### config.mk
export PLATFORM = sky130hd
export DESIGN_NAME = blink_event_counter_core
export DESIGN_NICKNAME = d
export VERILOG_FILES = /design/src/hw/rtl/bec_pkg.sv /design/src/hw/rtl/blink_event_counter_core.sv /design/src/hw/rtl/bec_tracker.sv
export SDC_FILE = /design/constraint.sdc
export NUM_CORES = 1
export LEC_CHECK = 0
export ABC_AREA = 1
export BUFFER_PORTS_ARGS = -buffer_cell sky130_fd_sc_hd__buf_2
export CORE_MARGIN = 5
export CORE_UTILIZATION = 30
export DETAILED_ROUTE_END_ITERATION = 8
export HOLD_SLACK_MARGIN = 0.1
export PLACE_DENSITY = 0.43
export SYNTH_ARGS = -nofsm -noshare
export SYNTH_HDL_FRONTEND = slang
export SYNTH_SLANG_ARGS = --single-unit
### constraint.sdc
create_clock -name clock -period 6.2 [get_ports clock]
set_input_delay 1.24 -clock clock [delete_from_list [all_inputs] [get_ports clock]]
set_output_delay 1.24 -clock clock [all_outputs]
set_load 0.02 [all_outputs]
### src/hw/rtl/bec_pkg.sv
// Shared types and constants for the blink event counter.
`timescale 1ns / 1ps
`default_nettype none

package bec_pkg;

   // Configuration port geometry.
   localparam int CSR_ADDR_W = 3;
   localparam int CSR_DATA_W = 32;

   // Field widths fixed by the sample and result formats.
   localparam int SAMPLE_W   = 16;
   localparam int TIMEOUT_W  = 16;
   localparam int TALLY_W    = 16;
   localparam int INTERVAL_W = 32;

   // Register reset values.
   localparam logic signed [SAMPLE_W-1:0] THRESHOLD_RESET = 16'sd256;
   localparam logic [TIMEOUT_W-1:0]       TIMEOUT_RESET   = 16'd60;

   // Saturation limits.
   localparam logic [TALLY_W-1:0]    TALLY_MAX    = 16'hFFFF;
   localparam logic [INTERVAL_W-1:0] INTERVAL_MAX = 32'hFFFF_FFFF;

   // Register index, taken from the word address.
   typedef enum logic {
      REG_THRESHOLD       = 1'b0,
      REG_TIMEOUT_SAMPLES = 1'b1
   } csr_index_type;

   // One registered sample handed to the blink tracker.
   typedef struct packed {
      logic fire;
      logic now_open;
   } step_type;

endpackage

`default_nettype wire

### src/hw/rtl/blink_event_counter_core.sv
// Top level of the blink event counter: handshakes, registers and sample stage.
//
//   Channel  Direction  Handshake            Payload
//   req      in         req_valid/req_stall  req_eye_opening
//   rsp      out        rsp_valid/rsp_stall  rsp_blink_seen, rsp_blink_total,
//                                            rsp_mean_interval
//   csr      in/out     APB-style, pready=1  threshold @0, timeout_samples @4
//
// From transfer in to result out, a sample passes the input stage (threshold
// compare) and then the tracker update that loads the result.
// One sample is accepted per cycle while results are taken.
// Reset is synchronous and active high; it returns registers and state to
// their defaults and empties both stages.
// A stalled result holds; the input stage still takes one more sample.
`timescale 1ns / 1ps
`default_nettype none

module blink_event_counter_core #(
   parameter int INDEX_WIDTH = 32
) (
   input  wire logic                                clock,
   input  wire logic                                reset,
   input  wire logic                                req_valid,
   output logic                                     req_stall,
   input  wire logic signed [bec_pkg::SAMPLE_W-1:0] req_eye_opening,
   output logic                                     rsp_valid,
   input  wire logic                                rsp_stall,
   output logic                                     rsp_blink_seen,
   output logic [bec_pkg::TALLY_W-1:0]              rsp_blink_total,
   output logic [bec_pkg::INTERVAL_W-1:0]           rsp_mean_interval,
   input  wire logic                                csr_psel,
   input  wire logic                                csr_penable,
   input  wire logic                                csr_pwrite,
   input  wire logic [bec_pkg::CSR_ADDR_W-1:0]      csr_paddr,
   input  wire logic [bec_pkg::CSR_DATA_W-1:0]      csr_pwdata,
   output logic [bec_pkg::CSR_DATA_W-1:0]           csr_prdata,
   output logic                                     csr_pready
);

   logic signed [bec_pkg::SAMPLE_W-1:0]  threshold_ff, threshold_in;
   logic [bec_pkg::TIMEOUT_W-1:0]        timeout_ff, timeout_in;
   bec_pkg::csr_index_type               csr_index;
   logic                                 csr_write;

   logic                                 stage_valid_ff, stage_valid_in;
   logic                                 stage_open_ff, stage_open_in;
   logic                                 rsp_valid_ff, rsp_valid_in;
   logic                                 req_take;
   logic                                 advance;
   bec_pkg::step_type                    step;

   // Register decode and write.
   assign csr_pready = 1'b1;
   assign csr_index  = bec_pkg::csr_index_type'(csr_paddr[2]);
   assign csr_write  = csr_psel && csr_penable && csr_pwrite && csr_pready;

   always_comb begin
      threshold_in = threshold_ff;
      timeout_in   = timeout_ff;
      if (csr_write) begin
         unique case (csr_index)
            bec_pkg::REG_THRESHOLD:       threshold_in = csr_pwdata[bec_pkg::SAMPLE_W-1:0];
            bec_pkg::REG_TIMEOUT_SAMPLES: timeout_in   = csr_pwdata[bec_pkg::TIMEOUT_W-1:0];
         endcase
      end
   end

   // Register readback.
   always_comb begin
      unique case (csr_index)
         bec_pkg::REG_THRESHOLD:
            csr_prdata = {{(bec_pkg::CSR_DATA_W - bec_pkg::SAMPLE_W){1'b0}}, threshold_ff};
         bec_pkg::REG_TIMEOUT_SAMPLES:
            csr_prdata = {{(bec_pkg::CSR_DATA_W - bec_pkg::TIMEOUT_W){1'b0}}, timeout_ff};
      endcase
   end

   // The input stage moves on when the result register is empty or being taken,
   // and takes a new transfer whenever it is empty or moving on.
   always_comb begin
      advance        = stage_valid_ff && (!rsp_valid_ff || !rsp_stall);
      req_stall      = stage_valid_ff && !advance;
      req_take       = req_valid && !req_stall;
      stage_valid_in = req_take || (stage_valid_ff && !advance);
      stage_open_in  = req_take ? (req_eye_opening > threshold_ff) : stage_open_ff;
      rsp_valid_in   = advance || (rsp_valid_ff && rsp_stall);
      step.fire      = advance;
      step.now_open  = stage_open_ff;
   end

   // Control and configuration registers.
   always_ff @(posedge clock) begin
      if (reset) begin
         threshold_ff   <= bec_pkg::THRESHOLD_RESET;
         timeout_ff     <= bec_pkg::TIMEOUT_RESET;
         stage_valid_ff <= 1'b0;
         rsp_valid_ff   <= 1'b0;
      end else begin
         threshold_ff   <= threshold_in;
         timeout_ff     <= timeout_in;
         stage_valid_ff <= stage_valid_in;
         rsp_valid_ff   <= rsp_valid_in;
      end
   end

   // Open flag of the staged sample.
   always_ff @(posedge clock) begin
      stage_open_ff <= stage_open_in;
   end

   // Blink state and result.
   bec_tracker #(
      .INDEX_WIDTH (INDEX_WIDTH)
   ) u_tracker (
      .clock           (clock),
      .reset           (reset),
      .step            (step),
      .timeout_samples (timeout_ff),
      .blink_seen      (rsp_blink_seen),
      .blink_total     (rsp_blink_total),
      .mean_interval   (rsp_mean_interval)
   );

   assign rsp_valid = rsp_valid_ff;

endmodule

`default_nettype wire

### src/hw/rtl/bec_tracker.sv
// Blink tracker: closure timing, blink tally and smoothed interval state.
`timescale 1ns / 1ps
`default_nettype none

module bec_tracker #(
   parameter int INDEX_WIDTH = 32
) (
   input  wire logic                                clock,
   input  wire logic                                reset,
   input  wire bec_pkg::step_type                   step,
   input  wire logic [bec_pkg::TIMEOUT_W-1:0]       timeout_samples,
   output logic                                     blink_seen,
   output logic [bec_pkg::TALLY_W-1:0]              blink_total,
   output logic [bec_pkg::INTERVAL_W-1:0]           mean_interval
);

   // The interval sum holds gap/8 plus a 32-bit term, with a carry bit on top.
   localparam int SUM_W = ((INDEX_WIDTH - 3 > 32) ? INDEX_WIDTH - 3 : 32) + 1;

   // Tracker state.
   logic                          was_open_ff, was_open_in;
   logic                          armed_ff, armed_in;
   logic [INDEX_WIDTH-1:0]        index_ff, index_in;
   logic [INDEX_WIDTH-1:0]        closure_len_ff, closure_len_in;
   logic [INDEX_WIDTH-1:0]        midpoint_ff, midpoint_in;
   logic [INDEX_WIDTH-1:0]        last_mid_ff, last_mid_in;
   logic [bec_pkg::INTERVAL_W-1:0] average_ff, average_in;
   logic [bec_pkg::TALLY_W-1:0]   tally_ff, tally_in;
   logic                          seen_ff, seen_in;

   // Decode and arithmetic terms.
   logic                          closing;
   logic                          reopening;
   logic                          in_time;
   logic [INDEX_WIDTH-1:0]        gap;
   logic [34:0]                   times7;
   logic [34:0]                   low_sum;
   logic [SUM_W-1:0]              interval_sum;
   logic [bec_pkg::INTERVAL_W-1:0] average_upd;

   // Edge detection and the closure length check. The closure length and the
   // running midpoint are kept as counters, so no subtraction is needed here.
   always_comb begin
      closing   = was_open_ff && !step.now_open;
      reopening = !was_open_ff && step.now_open && armed_ff;
      in_time   = closure_len_ff <= INDEX_WIDTH'(timeout_samples);
   end

   // Smoothed interval: (7*avg + gap) / 8, computed as gap/8 + (7*avg + gap%8)/8.
   always_comb begin
      gap          = midpoint_ff - last_mid_ff;
      times7       = {average_ff, 3'b000} - {3'b000, average_ff};
      low_sum      = times7 + {32'd0, gap[2:0]};
      interval_sum = SUM_W'(gap[INDEX_WIDTH-1:3]) + SUM_W'(low_sum[34:3]);
      if (interval_sum[SUM_W-1:bec_pkg::INTERVAL_W] != '0) begin
         average_upd = bec_pkg::INTERVAL_MAX;
      end else begin
         average_upd = interval_sum[bec_pkg::INTERVAL_W-1:0];
      end
   end

   // Next state for one sample.
   always_comb begin
      was_open_in    = was_open_ff;
      armed_in       = armed_ff;
      index_in       = index_ff;
      closure_len_in = closure_len_ff;
      midpoint_in    = midpoint_ff;
      last_mid_in    = last_mid_ff;
      average_in     = average_ff;
      tally_in       = tally_ff;
      seen_in        = seen_ff;
      if (step.fire) begin
         was_open_in = step.now_open;
         index_in    = index_ff + INDEX_WIDTH'(1);
         seen_in     = 1'b0;
         // A fresh closure starts its length at one and its midpoint at the
         // current index; otherwise the midpoint moves on every odd length.
         // When the length wraps to zero, the midpoint falls back to the start.
         if (closing) begin
            closure_len_in = INDEX_WIDTH'(1);
            midpoint_in    = index_ff;
         end else if (&closure_len_ff) begin
            closure_len_in = '0;
            midpoint_in    = midpoint_ff - {1'b0, {(INDEX_WIDTH-1){1'b1}}};
         end else begin
            closure_len_in = closure_len_ff + INDEX_WIDTH'(1);
            midpoint_in    = midpoint_ff + INDEX_WIDTH'(closure_len_ff[0]);
         end
         priority if (closing) begin
            armed_in = 1'b1;
         end else if (reopening) begin
            armed_in = 1'b0;
            if (in_time) begin
               if (last_mid_ff != '0) begin
                  average_in = average_upd;
               end
               last_mid_in = midpoint_ff;
               if (tally_ff != bec_pkg::TALLY_MAX) begin
                  tally_in = tally_ff + bec_pkg::TALLY_W'(1);
               end
               seen_in = 1'b1;
            end else begin
               // A closure that ran too long clears the stored midpoint of the last blink.
               last_mid_in = '0;
            end
         end
      end
   end

   // State registers; they also serve as the result register.
   always_ff @(posedge clock) begin
      if (reset) begin
         was_open_ff    <= 1'b1;
         armed_ff       <= 1'b0;
         index_ff       <= '0;
         closure_len_ff <= '0;
         midpoint_ff    <= '0;
         last_mid_ff    <= '0;
         average_ff     <= '0;
         tally_ff       <= '0;
         seen_ff        <= 1'b0;
      end else begin
         was_open_ff    <= was_open_in;
         armed_ff       <= armed_in;
         index_ff       <= index_in;
         closure_len_ff <= closure_len_in;
         midpoint_ff    <= midpoint_in;
         last_mid_ff    <= last_mid_in;
         average_ff     <= average_in;
         tally_ff       <= tally_in;
         seen_ff        <= seen_in;
      end
   end

   assign blink_seen    = seen_ff;
   assign blink_total   = tally_ff;
   assign mean_interval = average_ff;

endmodule

`default_nettype wire

==> impl_metrics.toml <==
[route]
drt_iter0_markers = 912
route.detailed.drc = 0
ant_nets = 0
via_per_inst = 4.894
wire_per_inst_um = 15.85
via_count = 16820
firstDrtPassIters = 5
drt-total-wl_um = 54450

[yosys]
netlist_area_um2 = 17150
synth-main-ff-cell = "dfxtp_1"
synthCells = 2577
syn_area_per_cell_um2 = 6.657
ys_seq_elements = 214
synth-edff-count = 1
async_flop_share_pct = 0
yosysUniqueCellTypes = 57
synth_warnings = 0
synth_seq_area_share_pct = 25.03

[clock_network]
cts_made_buffers = 28
clock-root-buffer = "clkbuf_16"
post_cts_resized = 0
hold_buffers = 0
clockBufferDepth = 3
cts_tree = "done"
post_cts_buffers = 0
htree_num_levels = 1
cts_sinks = 214
path_clk_slew_ns = 0.06
clock_latency_ns = 0.59

[job]
drv_cap = 0

[critical_path]
cp-end-kind = "flop"
cpMostUsedCell = "nand2_1"
slowest_delay_ns = 0.40
critical_path_class = "reg2reg"
crit_buf_inv = 3
cp-start-kind = "flop"
critPathSlowestCell = "fa_1"
path_max_fanout = 30
critPathTopFamily = "simple AND/OR/NAND/NOR gates"
cp_data_arrival_time_ns = 5.64
worst_ep_required_time_ns = 6.71

[status]
status = "finished clean"

[timing]
hold_viol = 0
fmax_ghz = 0.1947
fin_hold_ws_ns = 0.4666
setup_tns_ns = 0
relSlewSlack_pct = 24.17
period_share_pct = 82.85
clock_skew_ns = 0.02276
rsz0062_at_grt = "no"
worst_pin_slew_ns = 1.136
layout_setup_ws_ns = 1.063
fin_crit_ns = 5.137
setup_viol = 0
maxSlewViolCount = 0

[placed_design]
placed_cell_area_um2 = 18330
dp_cells = 3385
dp_worst_setup_slack_ns = 1.090
dp_hpwl_um = 43290
finalWeightedCongestion = 0.9136
numPortBuffers = 106

[floorplan]
die_h_um = 249.1
ios = 142
core_area_um2 = 56500
initial_core_util_pct = 30.36
die_w_um = 249.1
rows = 87
die_area_um2 = 62060

[layout]
layout_commonest_cell = "nand2_1"
num_antenna_cells = 0
fin_area_um2 = 19340
drive_gt1_share_pct = 8.769
synthToLayoutAreaGrowth_pct = 12.76
nets = 2877
final_cell_mix = "nand2_1, inv_1, a21oi_1"
layout.cells.non_filler = 3436

[global_routing]
grt_max_degree = 64
antenna_found_initial = 0
grt_pass1_wl_um = 88010
grtUsageTotal_pct = 16.92
gr-total-overflow = 0
grt_pass1_vias = 16510

[pwr]
pwr_density_cell_nw_per_um2 = 274.2
ir_drop_uv = 224.6
p_leak_nw = 8.421

[min_path]
hold_class = "reg2reg"
==> cell usage after synthesis (18+ instances only) <==
cell type / instances / share of area, %
nand2_1: 504 / 11
inv_1: 300 / 6.6
a21oi_1: 292 / 8.5
nor2_1: 274 / 6.0
dfxtp_1: 213 / 25
o21ai_0: 179 / 5.2
ha_1: 157 / 11
nand3_1: 104 / 3.0
xor2_1: 85 / 4.3
nor3_1: 62 / 1.8
xnor2_1: 48 / 2.5
nand4_1: 46 / 1.7
clkbuf_1: 44 / 0.96
nor4_1: 30 / 1.1
a22oi_1: 28 / 1.2
buf_4: 18 / 0.79
==> kinds of logic after synthesis <==
group	after synthesis	synth area share [%]
other cells	2	0.04378
fa+ha+maj	160	11.80
buf+inv	378	8.979
xor+xnor	133	6.791
compound gates	589	18.91
simple gates	1101	28.45
flops	214	25.03
==> worst register-to-register path, delay by kind of cell, from the launching register on <==
family	cells	cell delay (ns)
DFF	1	0.32
AOI/OAI and AO/OA	2	0.58
adders and majority gates	4	1.24
buffers and inverters	3	0.21
xor gates and xnor gates	2	0.35
and+or+nand+nor	19	2.37
==> where the power goes <==
group	internal [mW]	leakage, nW	switching, mW	total [mW]
sequential	1.41	1.73	0.0403	1.45
clock	1.11	0.494	0.679	1.78
combinational	0.696	6.20	1.37	2.07
==> per-stage QoR <==
stage / utilization (%) / power (mW)
6_report: 34.24 / 5.303
3_5_place_dp: 32.45 / 3.538
4_1_cts: 34.24 / 5.377
2_1_floorplan: - / 2.983
5_1_grt: 34.24 / 5.699
3_3_place_gp: 32.45 / 3.545
==> sequential cells by signal, indices dropped and copies added (netlist names), 16 cells and up <==
signal	cells
u_tracker.midpoint_ff	32
u_tracker.last_mid_ff	32
u_tracker.index_ff	32
threshold_ff	16
u_tracker.closure_len_ff	32
u_tracker.mean_interval	32
u_tracker.blink_total	16
timeout_ff	16
==> cell type report <==
cell class | instances | area, µm²
Fill cell | 6163 | 37150
Multi-Input combinational cell | 2000 | 11380
Clock inverter | 16 | 261.5
Tap cell | 756 | 945.9
Inverter | 303 | 1137
Clock buffer | 35 | 747.0
Timing Repair Buffer | 112 | 578.1
Sequential cell | 214 | 4294
==> per-layer routing <==
layer / up-vias / GRT usage [%] / wire [µm]
met2: 240 / 28.48 / 24670
met1: 7710 / 23.61 / 26950
met4: 0 / 3.387 / 997
li1: 8807 / - / -
met5: - / 0 / 0
met3: 58 / 1.869 / 1829
==> path summary, 6_finish.rpt <==
path,startpoint,endpoint,slack (ns),cells after the start
worst max-delay path,u_tracker.midpoint_ff[0]$_SDFFE_PP0P_,u_tracker.mean_interval[10]$_SDFFE_PP0P_,1.06,30
worst min-delay path,u_tracker.last_mid_ff[26]$_SDFFE_PP0P_,u_tracker.last_mid_ff[26]$_SDFFE_PP0P_,0.47,2
worst max register to register,u_tracker.midpoint_ff[0]$_SDFFE_PP0P_,u_tracker.mean_interval[10]$_SDFFE_PP0P_,1.06,30
worst min register to register,u_tracker.last_mid_ff[26]$_SDFFE_PP0P_,u_tracker.last_mid_ff[26]$_SDFFE_PP0P_,0.47,2
Power figures use the tool's default switching activity.
